File: src/rtl/gated_track_table_update_defines.svh
// Assertion macros for the track table
`ifndef GATED_TRACK_TABLE_UPDATE_DEFINES_SVH
`define GATED_TRACK_TABLE_UPDATE_DEFINES_SVH

`ifndef SYNTHESIS
// Implication checked at every rising edge outside reset
`define GTT_ASSERT(lbl, clk, rst_n, prop) \
  lbl: assert property (@(posedge clk) disable iff (!rst_n) prop) \
    else $error("%m: check failed");
// Condition that must never be true outside reset
`define GTT_ASSERT_NEVER(lbl, clk, rst_n, cond) \
  lbl: assert property (@(posedge clk) disable iff (!rst_n) !(cond)) \
    else $error("%m: forbidden condition seen");
`else
`define GTT_ASSERT(lbl, clk, rst_n, prop)
`define GTT_ASSERT_NEVER(lbl, clk, rst_n, cond)
`endif

`endif

File: src/rtl/gtt_pkg.sv
package gtt_pkg;

  // Table geometry
  localparam int unsigned MAX_TRACKS = 16;
  localparam int unsigned IDX_W      = $clog2(MAX_TRACKS);
  localparam int unsigned CNT_W      = 5;

  // Field widths
  localparam int unsigned POS_W  = 16;
  localparam int unsigned CONF_W = 8;
  localparam int unsigned TIME_W = 32;
  localparam int unsigned RAD_W  = 12;
  localparam int unsigned DIFF_W = POS_W + 1;
  localparam int unsigned SQ_W   = 2 * POS_W;
  localparam int unsigned DIST_W = SQ_W + 1;
  localparam int unsigned R2_W   = 2 * RAD_W;

  localparam logic [RAD_W-1:0] RADIUS_RESET = RAD_W'(1000);

  // Command codes
  localparam logic CMD_OBSERVE = 1'b0;
  localparam logic CMD_READ    = 1'b1;

  // One stored track
  typedef struct packed {
    logic [POS_W-1:0]  x;
    logic [POS_W-1:0]  y;
    logic [CONF_W-1:0] conf;
    logic [TIME_W-1:0] stamp;
  } entry_t;

  // Table write port
  typedef struct packed {
    logic             en;
    logic [IDX_W-1:0] addr;
    entry_t           data;
  } mem_wr_t;

endpackage

File: src/rtl/gtt_square.sv
// Shared squaring unit: magnitude of a signed difference, squared
module gtt_square (
  input  logic [gtt_pkg::DIFF_W-1:0] operand_i,
  output logic [gtt_pkg::SQ_W-1:0]   square_o
);
  import gtt_pkg::*;

  logic [DIFF_W-1:0] neg;
  logic [POS_W-1:0]  mag;

  // |a| fits the position width since differences never reach -2^16
  always_comb begin
    neg = DIFF_W'(0) - operand_i;
    mag = operand_i[DIFF_W-1] ? neg[POS_W-1:0] : operand_i[POS_W-1:0];
  end

  assign square_o = SQ_W'(mag) * SQ_W'(mag);

endmodule

File: src/rtl/gtt_track_mem.sv
// Track storage, one write port and one registered read port
module gtt_track_mem (
  input  logic                    clk_i,
  input  gtt_pkg::mem_wr_t        wr_i,
  input  logic                    rd_en_i,
  input  logic [gtt_pkg::IDX_W-1:0] rd_addr_i,
  output gtt_pkg::entry_t         rd_data_o
);
  import gtt_pkg::*;

  entry_t mem_q [MAX_TRACKS];
  entry_t rd_data_q;

  always_ff @(posedge clk_i) begin
    if (wr_i.en) begin
      mem_q[wr_i.addr] <= wr_i.data;
    end
    if (rd_en_i) begin
      rd_data_q <= mem_q[rd_addr_i];
    end
  end

  assign rd_data_o = rd_data_q;

endmodule

File: src/rtl/gated_track_table_update.sv
// Observe: start to done covers every one of the N entries in use (max 16).
// Each entry takes four steps through one squarer and one table read port.
// Read: fetches one entry from start to done. One item at a time; busy covers it.
// done_o marks each result for one cycle; the receiver cannot stall.
// Reset empties the table (entry count zero) and sets the match radius to 1000.
module gated_track_table_update (
  input  logic                         clk_i,
  input  logic                         rst_ni,
  input  logic                         start,
  output logic                         busy,
  output logic                         done_o,
  input  logic                         cfg_we_i,
  input  logic [gtt_pkg::RAD_W-1:0]    cfg_wdata_i,
  input  logic                         cmd_i,
  input  logic signed [gtt_pkg::POS_W-1:0] obs_x_i,
  input  logic signed [gtt_pkg::POS_W-1:0] obs_y_i,
  input  logic [gtt_pkg::CONF_W-1:0]   obs_confidence_i,
  input  logic [gtt_pkg::TIME_W-1:0]   obs_time_i,
  input  logic [3:0]                   read_index_i,
  output logic [gtt_pkg::CNT_W-1:0]    matched_count_o,
  output logic                         appended_o,
  output logic                         dropped_o,
  output logic [gtt_pkg::CNT_W-1:0]    entries_in_use_o,
  output logic                         entry_valid_o,
  output logic signed [gtt_pkg::POS_W-1:0] entry_x_o,
  output logic signed [gtt_pkg::POS_W-1:0] entry_y_o,
  output logic [gtt_pkg::CONF_W-1:0]   entry_confidence_o,
  output logic [gtt_pkg::TIME_W-1:0]   entry_time_o
);
  import gtt_pkg::*;
  `include "gated_track_table_update_defines.svh"

  typedef enum logic [3:0] {
    S_IDLE,
    S_RADIUS,
    S_FETCH,
    S_SQX,
    S_SQY,
    S_CMP,
    S_FINISH,
    S_RFETCH,
    S_RDATA
  } state_e;

  state_e            state_q;
  logic [RAD_W-1:0]  radius_q;
  logic [R2_W-1:0]   r2_q;
  logic [CNT_W-1:0]  count_q;
  logic [CNT_W-1:0]  matched_q;
  logic [IDX_W-1:0]  idx_q;
  logic [SQ_W-1:0]   acc_q;
  logic [DIST_W-1:0] dist_q;
  entry_t            obs_q;

  logic              done_q;
  logic [CNT_W-1:0]  res_matched_q;
  logic              res_appended_q;
  logic              res_dropped_q;
  logic [CNT_W-1:0]  res_count_q;
  logic              res_valid_q;
  entry_t            res_entry_q;

  logic [DIFF_W-1:0] sq_in;
  logic [SQ_W-1:0]   sq_out;
  logic [DIFF_W-1:0] dx;
  logic [DIFF_W-1:0] dy;
  entry_t            rd_data;
  mem_wr_t           mem_wr;
  logic              rd_en;
  logic              hit;
  logic              last_entry;
  logic              table_full;

  // Shared squarer and table storage
  gtt_square u_square (
    .operand_i (sq_in),
    .square_o  (sq_out)
  );

  gtt_track_mem u_mem (
    .clk_i     (clk_i),
    .wr_i      (mem_wr),
    .rd_en_i   (rd_en),
    .rd_addr_i (idx_q),
    .rd_data_o (rd_data)
  );

  // Differences against the fetched entry
  always_comb begin
    dx = {obs_q.x[POS_W-1], obs_q.x} - {rd_data.x[POS_W-1], rd_data.x};
    dy = {obs_q.y[POS_W-1], obs_q.y} - {rd_data.y[POS_W-1], rd_data.y};
  end

  // Squarer operand select
  always_comb begin
    case (state_q)
      S_RADIUS: sq_in = {{(DIFF_W-RAD_W){1'b0}}, radius_q};
      S_SQX:    sq_in = dx;
      S_SQY:    sq_in = dy;
      default:  sq_in = '0;
    endcase
  end

  assign hit        = dist_q < {{(DIST_W-R2_W){1'b0}}, r2_q};
  assign last_entry = ({1'b0, idx_q} == (count_q - CNT_W'(1)));
  assign table_full = (count_q >= CNT_W'(MAX_TRACKS));
  assign rd_en      = (state_q == S_FETCH) || (state_q == S_RFETCH);

  // Table writes: overwrite on a hit, append on an unmatched observation if not full
  always_comb begin
    mem_wr.en   = 1'b0;
    mem_wr.addr = idx_q;
    mem_wr.data = obs_q;
    if (state_q == S_CMP && hit) begin
      mem_wr.en = 1'b1;
    end else if (state_q == S_FINISH && matched_q == '0 && !table_full) begin
      mem_wr.en   = 1'b1;
      mem_wr.addr = count_q[IDX_W-1:0];
    end
  end

  // Radius register
  always_ff @(posedge clk_i or negedge rst_ni) begin
    if (!rst_ni) begin
      radius_q <= RADIUS_RESET;
    end else if (cfg_we_i) begin
      radius_q <= cfg_wdata_i;
    end
  end

  // Sequencer and registered results
  always_ff @(posedge clk_i or negedge rst_ni) begin
    if (!rst_ni) begin
      state_q   <= S_IDLE;
      count_q   <= '0;
      matched_q <= '0;
      idx_q     <= '0;
      done_q    <= 1'b0;
    end else begin
      done_q <= 1'b0;
      unique case (state_q)
        S_IDLE: begin
          if (start) begin
            obs_q.x     <= obs_x_i;
            obs_q.y     <= obs_y_i;
            obs_q.conf  <= obs_confidence_i;
            obs_q.stamp <= obs_time_i;
            matched_q   <= '0;
            if (cmd_i == CMD_READ) begin
              idx_q   <= read_index_i[IDX_W-1:0];
              state_q <= S_RFETCH;
            end else begin
              idx_q   <= '0;
              state_q <= S_RADIUS;
            end
          end
        end
        S_RADIUS: begin
          r2_q    <= sq_out[R2_W-1:0];
          state_q <= (count_q == '0) ? S_FINISH : S_FETCH;
        end
        S_FETCH: begin
          state_q <= S_SQX;
        end
        S_SQX: begin
          acc_q   <= sq_out;
          state_q <= S_SQY;
        end
        S_SQY: begin
          dist_q  <= {1'b0, acc_q} + {1'b0, sq_out};
          state_q <= S_CMP;
        end
        S_CMP: begin
          if (hit) begin
            matched_q <= matched_q + CNT_W'(1);
          end
          idx_q   <= idx_q + IDX_W'(1);
          state_q <= last_entry ? S_FINISH : S_FETCH;
        end
        S_FINISH: begin
          res_matched_q  <= matched_q;
          res_appended_q <= 1'b0;
          res_dropped_q  <= 1'b0;
          res_count_q    <= count_q;
          res_valid_q    <= 1'b0;
          res_entry_q    <= '0;
          if (matched_q == '0) begin
            if (!table_full) begin
              count_q        <= count_q + CNT_W'(1);
              res_count_q    <= count_q + CNT_W'(1);
              res_appended_q <= 1'b1;
            end else begin
              res_dropped_q <= 1'b1;
            end
          end
          done_q  <= 1'b1;
          state_q <= S_IDLE;
        end
        S_RFETCH: begin
          state_q <= S_RDATA;
        end
        S_RDATA: begin
          res_matched_q  <= '0;
          res_appended_q <= 1'b0;
          res_dropped_q  <= 1'b0;
          res_count_q    <= count_q;
          if ({1'b0, idx_q} < count_q) begin
            res_valid_q <= 1'b1;
            res_entry_q <= rd_data;
          end else begin
            res_valid_q <= 1'b0;
            res_entry_q <= '0;
          end
          done_q  <= 1'b1;
          state_q <= S_IDLE;
        end
        default: begin
          state_q <= S_IDLE;
        end
      endcase
    end
  end

  // Result ports
  assign busy               = (state_q != S_IDLE);
  assign done_o             = done_q;
  assign matched_count_o    = res_matched_q;
  assign appended_o         = res_appended_q;
  assign dropped_o          = res_dropped_q;
  assign entries_in_use_o   = res_count_q;
  assign entry_valid_o      = res_valid_q;
  assign entry_x_o          = res_entry_q.x;
  assign entry_y_o          = res_entry_q.y;
  assign entry_confidence_o = res_entry_q.conf;
  assign entry_time_o       = res_entry_q.stamp;

  // Checks
  `GTT_ASSERT(a_done_idle, clk_i, rst_ni, done_o |-> !busy)
  `GTT_ASSERT(a_start_busy, clk_i, rst_ni, (start && !busy) |=> busy)
  `GTT_ASSERT_NEVER(a_count_range, clk_i, rst_ni, count_q > CNT_W'(MAX_TRACKS))
  `GTT_ASSERT(a_append_excl, clk_i, rst_ni,
              (done_o && appended_o) |-> (!dropped_o && matched_count_o == '0))

endmodule
File: config.mk
export PLATFORM = sky130hd
export DESIGN_NAME = gated_track_table_update
export DESIGN_NICKNAME = d
export VERILOG_FILES = /design/src/rtl/gtt_pkg.sv /design/src/rtl/gtt_square.sv /design/src/rtl/gtt_track_mem.sv /design/src/rtl/gated_track_table_update.sv
export VERILOG_INCLUDE_DIRS = /design/src /design/src/rtl
export SDC_FILE = /design/constraint.sdc
export NUM_CORES = 2
export LEC_CHECK = 0
export BUFFER_PORTS_ARGS = -buffer_cell sky130_fd_sc_hd__buf_4
export CAP_MARGIN = 20
export CORE_MARGIN = 5
export CORE_UTILIZATION = 56
export DETAILED_ROUTE_END_ITERATION = 16
export PLACE_DENSITY = 0.76
export SYNTH_ARGS = -nofsm -noshare
export SYNTH_HDL_FRONTEND = slang
export SYNTH_SLANG_ARGS = --single-unit
File: constraint.sdc
create_clock -name clk_i -period 11.4 [get_ports clk_i]
set_clock_uncertainty 0.1 [all_clocks]
set_input_delay 0.57 -clock clk_i [delete_from_list [all_inputs] [get_ports clk_i]]
set_output_delay 0.57 -clock clk_i [all_outputs]
set_load 0.02 [all_outputs]
==> impl_metrics.json <==
{
  "status": "complete, no violations",
  "synth_cell_types": 82,
  "yosysTopAreaCell": "edfxtp_1",
  "ys_ff_latch": 1499,
  "async_flop_share": 0.0207,
  "cp_num_buf_inv": 6,
  "critPathTopFamily": "adder cells",
  "port_buffers": 179,
  "hold_class": "in2reg",
  "hold_viol_final": 0,
  "grt_pass1_vias": 36200,
  "crit_slowest_cell": "fa_1",
  "num_rows": 125,
  "synth_flop_cell": "edfxtp_1",
  "drv_cap": 0,
  "required_ns": 11.81,
  "seqCellArea_um2": 44900,
  "post-route-period-util": 0.956,
  "max_stage_delay_ns": 0.59,
  "first_iter_violations": 4160,
  "dr_total_vias": 35200,
  "dieArea_um2": 125000,
  "cts_buffer_depth": 3,
  "ant_nets": 0,
  "grt_pass1_wl_um": 237000,
  "yosys_warnings": 0,
  "end_kind": "flip-flop",
  "cp_max_fo": 7,
  "relSlewSlack": 0.260,
  "area_growth_pct": 14.7,
  "antenna_found_initial": 5,
  "fin_nets": 4452,
  "wirelength_um": 161000,
  "avgRoutedWirePerCell_um": 28.6,
  "holdWs_ns": 0.0960,
  "overflow": 0,
  "yosysSeqAreaShare": 0.680,
  "num-fill-cells": 7531,
  "die_x_um": 353,
  "io_pins": 180,
  "layout_common_cells": "edfxtp_1, mux4_2, inv_1",
  "setup_violations": 0,
  "synth.area.mux_share": 0.126,
  "cts_buffers": 148,
  "core_area_um2": 117000,
  "min_period_ns": 10.90,
  "post-dp-hpwl_um": 88900,
  "finalSetupTns_ns": 0,
  "h-tree-depth": 4,
  "grt.total_usage": 0.259,
  "drive_above_1_share": 0.238,
  "avgSynthCellArea_um2": 18.4,
  "tritoncts": "built",
  "synth_xor_area_frac": 0.0128,
  "placed_cell_area_um2": 69800,
  "final_common_cell": "edfxtp_1",
  "routed_via_density": 6.25,
  "worstSkewPairLatency_ns": 0.75,
  "worstMarginPinSlew_ns": 1.11,
  "synth_edf_count": 1468,
  "netlist_area_um2": 65900,
  "fmax_mhz": 91.7,
  "arrival_ns": 11.31,
  "synthCells": 3576,
  "finish.instance_area_um2": 75600,
  "place.gp.congestion": 0.906,
  "drt_pre_antenna_iters": 5,
  "synth_top_family_by_area": "multiplexers",
  "crit_path_start_kind": "flip-flop",
  "drv_slew": 0,
  "multi_input_comb_area_um2": 19700,
  "synth_fa_ha_area_frac": 0.0863,
  "yosys.area_share.simple": 0.0390,
  "synth_fp_nets": 4026,
  "synthTopCellsByArea": "edfxtp_1, mux4_2, fa_1",
  "synth-compound-area-share": 0.0292,
  "clk_pin_slew_ns": 0.06,
  "grt_max_degree": 110,
  "clock_sinks": 1499,
  "synth_top_area_frac": 0.669,
  "critPathKind": "reg2reg",
  "drc": 0,
  "die_h_um": 353,
  "initial_core_util": 0.566,
  "cts_root_buffer": "clkbuf_16"
}
flip-flops by register name (all words and copies together), names as in the netlist, 12 cells and up:
name	count
acc_q	31
dist_q	33
entry_time_o	32
entry_x_o	16
entry_y_o	16
mem_wr	72
r2_q	23
radius_q	12
u_mem.mem_q	1152
u_mem.rd_data_o	72
Yosys cell counts (11+ instances only):
cell / count
a211oi_1: 11
xnor2_1: 59
xor2_1: 35
nor2_1: 164
edfxtp_1: 1468
nand3_1: 27
nand2_1: 85
buf_1: 29
and2_1: 84
a21o_1: 35
clkbuf_1: 90
o21a_1: 24
mux2_2: 14
a31oi_1: 11
or2_2: 16
nand2b_1: 21
nor2b_1: 24
inv_1: 327
dfrtp_1: 25
ha_1: 194
a21oi_1: 68
fa_1: 163
mux4_2: 360
nor3_1: 24
o21ai_0: 47
per-layer routing:
metal	share of wire	vias up	global-route usage
li1	-	14700	-
met2	0.50	2091	0.427
met1	0.37	18100	0.348
met5	0.00017	-	0
met3	0.098	316	0.0623
met4	0.032	4	0.0801
tightest hold or removal path, stage by stage:
cell	delay (ns)
buf_4	0.13
a21oi_1	0.15
a211oi_1	0.06
cell families (layout without fill, tap and decap cells):
kind of cell	count (synthesis)	after routing
AND/OR/NAND/NOR	509	509
XOR/XNOR	95	95
multiplexers	380	380
adder cells (fa/ha/maj)	357	357
AO/OA/AOI/OAI	281	281
buffers and inverters	455	988
other	0	2
flip-flops	1499	1499
through the flow:
step           instances  utilization  worst slack (ns)
3_5_place_dp        5277        0.599            -0.257
2_1_floorplan       3576            -             0.412
4_1_cts             5624        0.647           0.00231
5_1_grt             5633        0.649           -0.0599
3_3_place_gp        5276        0.599            0.0472
6_report            5635        0.649             0.499
path summary, 6_finish.rpt:
path / startpoint / to / slack [ns] / depth (start not counted)
max: mem_wr[63] / dist_q[32] / 0.50 / 42
min reg2reg: mem_wr[61] / u_mem.mem_q[12][61] / 0.41 / 0
max reg2reg: mem_wr[63] / dist_q[32] / 0.50 / 42
min in group asynchronous: rst_ni / matched_q[4] / 0.23 / 2
min: read_index_i[3] / idx_q[3] / 0.1 / 3
max in group asynchronous: rst_ni / idx_q[0] / 10.54 / 2
area by class of cell:
type	count	area share
Antenna cell	2	0.0000662
Clock buffer	190	0.0523
Clock inverter	67	0.00879
Inverter	333	0.0165
Multi-Input combinational cell	1622	0.261
Sequential cell	1499	0.594
Tap cell	1524	0.0252
Timing Repair Buffer	398	0.0428
timing repair:
action	CTS	global route
resized for setup	4	41
gates cloned	0	0
setup endpoints to repair	3	7
pin swaps	0	9
buffers inserted	1	9
endpoints found under the hold margin	111	0
hold buffers	89	0
Power is left out: the tool's default activity adds up to more than one toggle a clock period on the data nets, which glitch-free logic cannot reach.
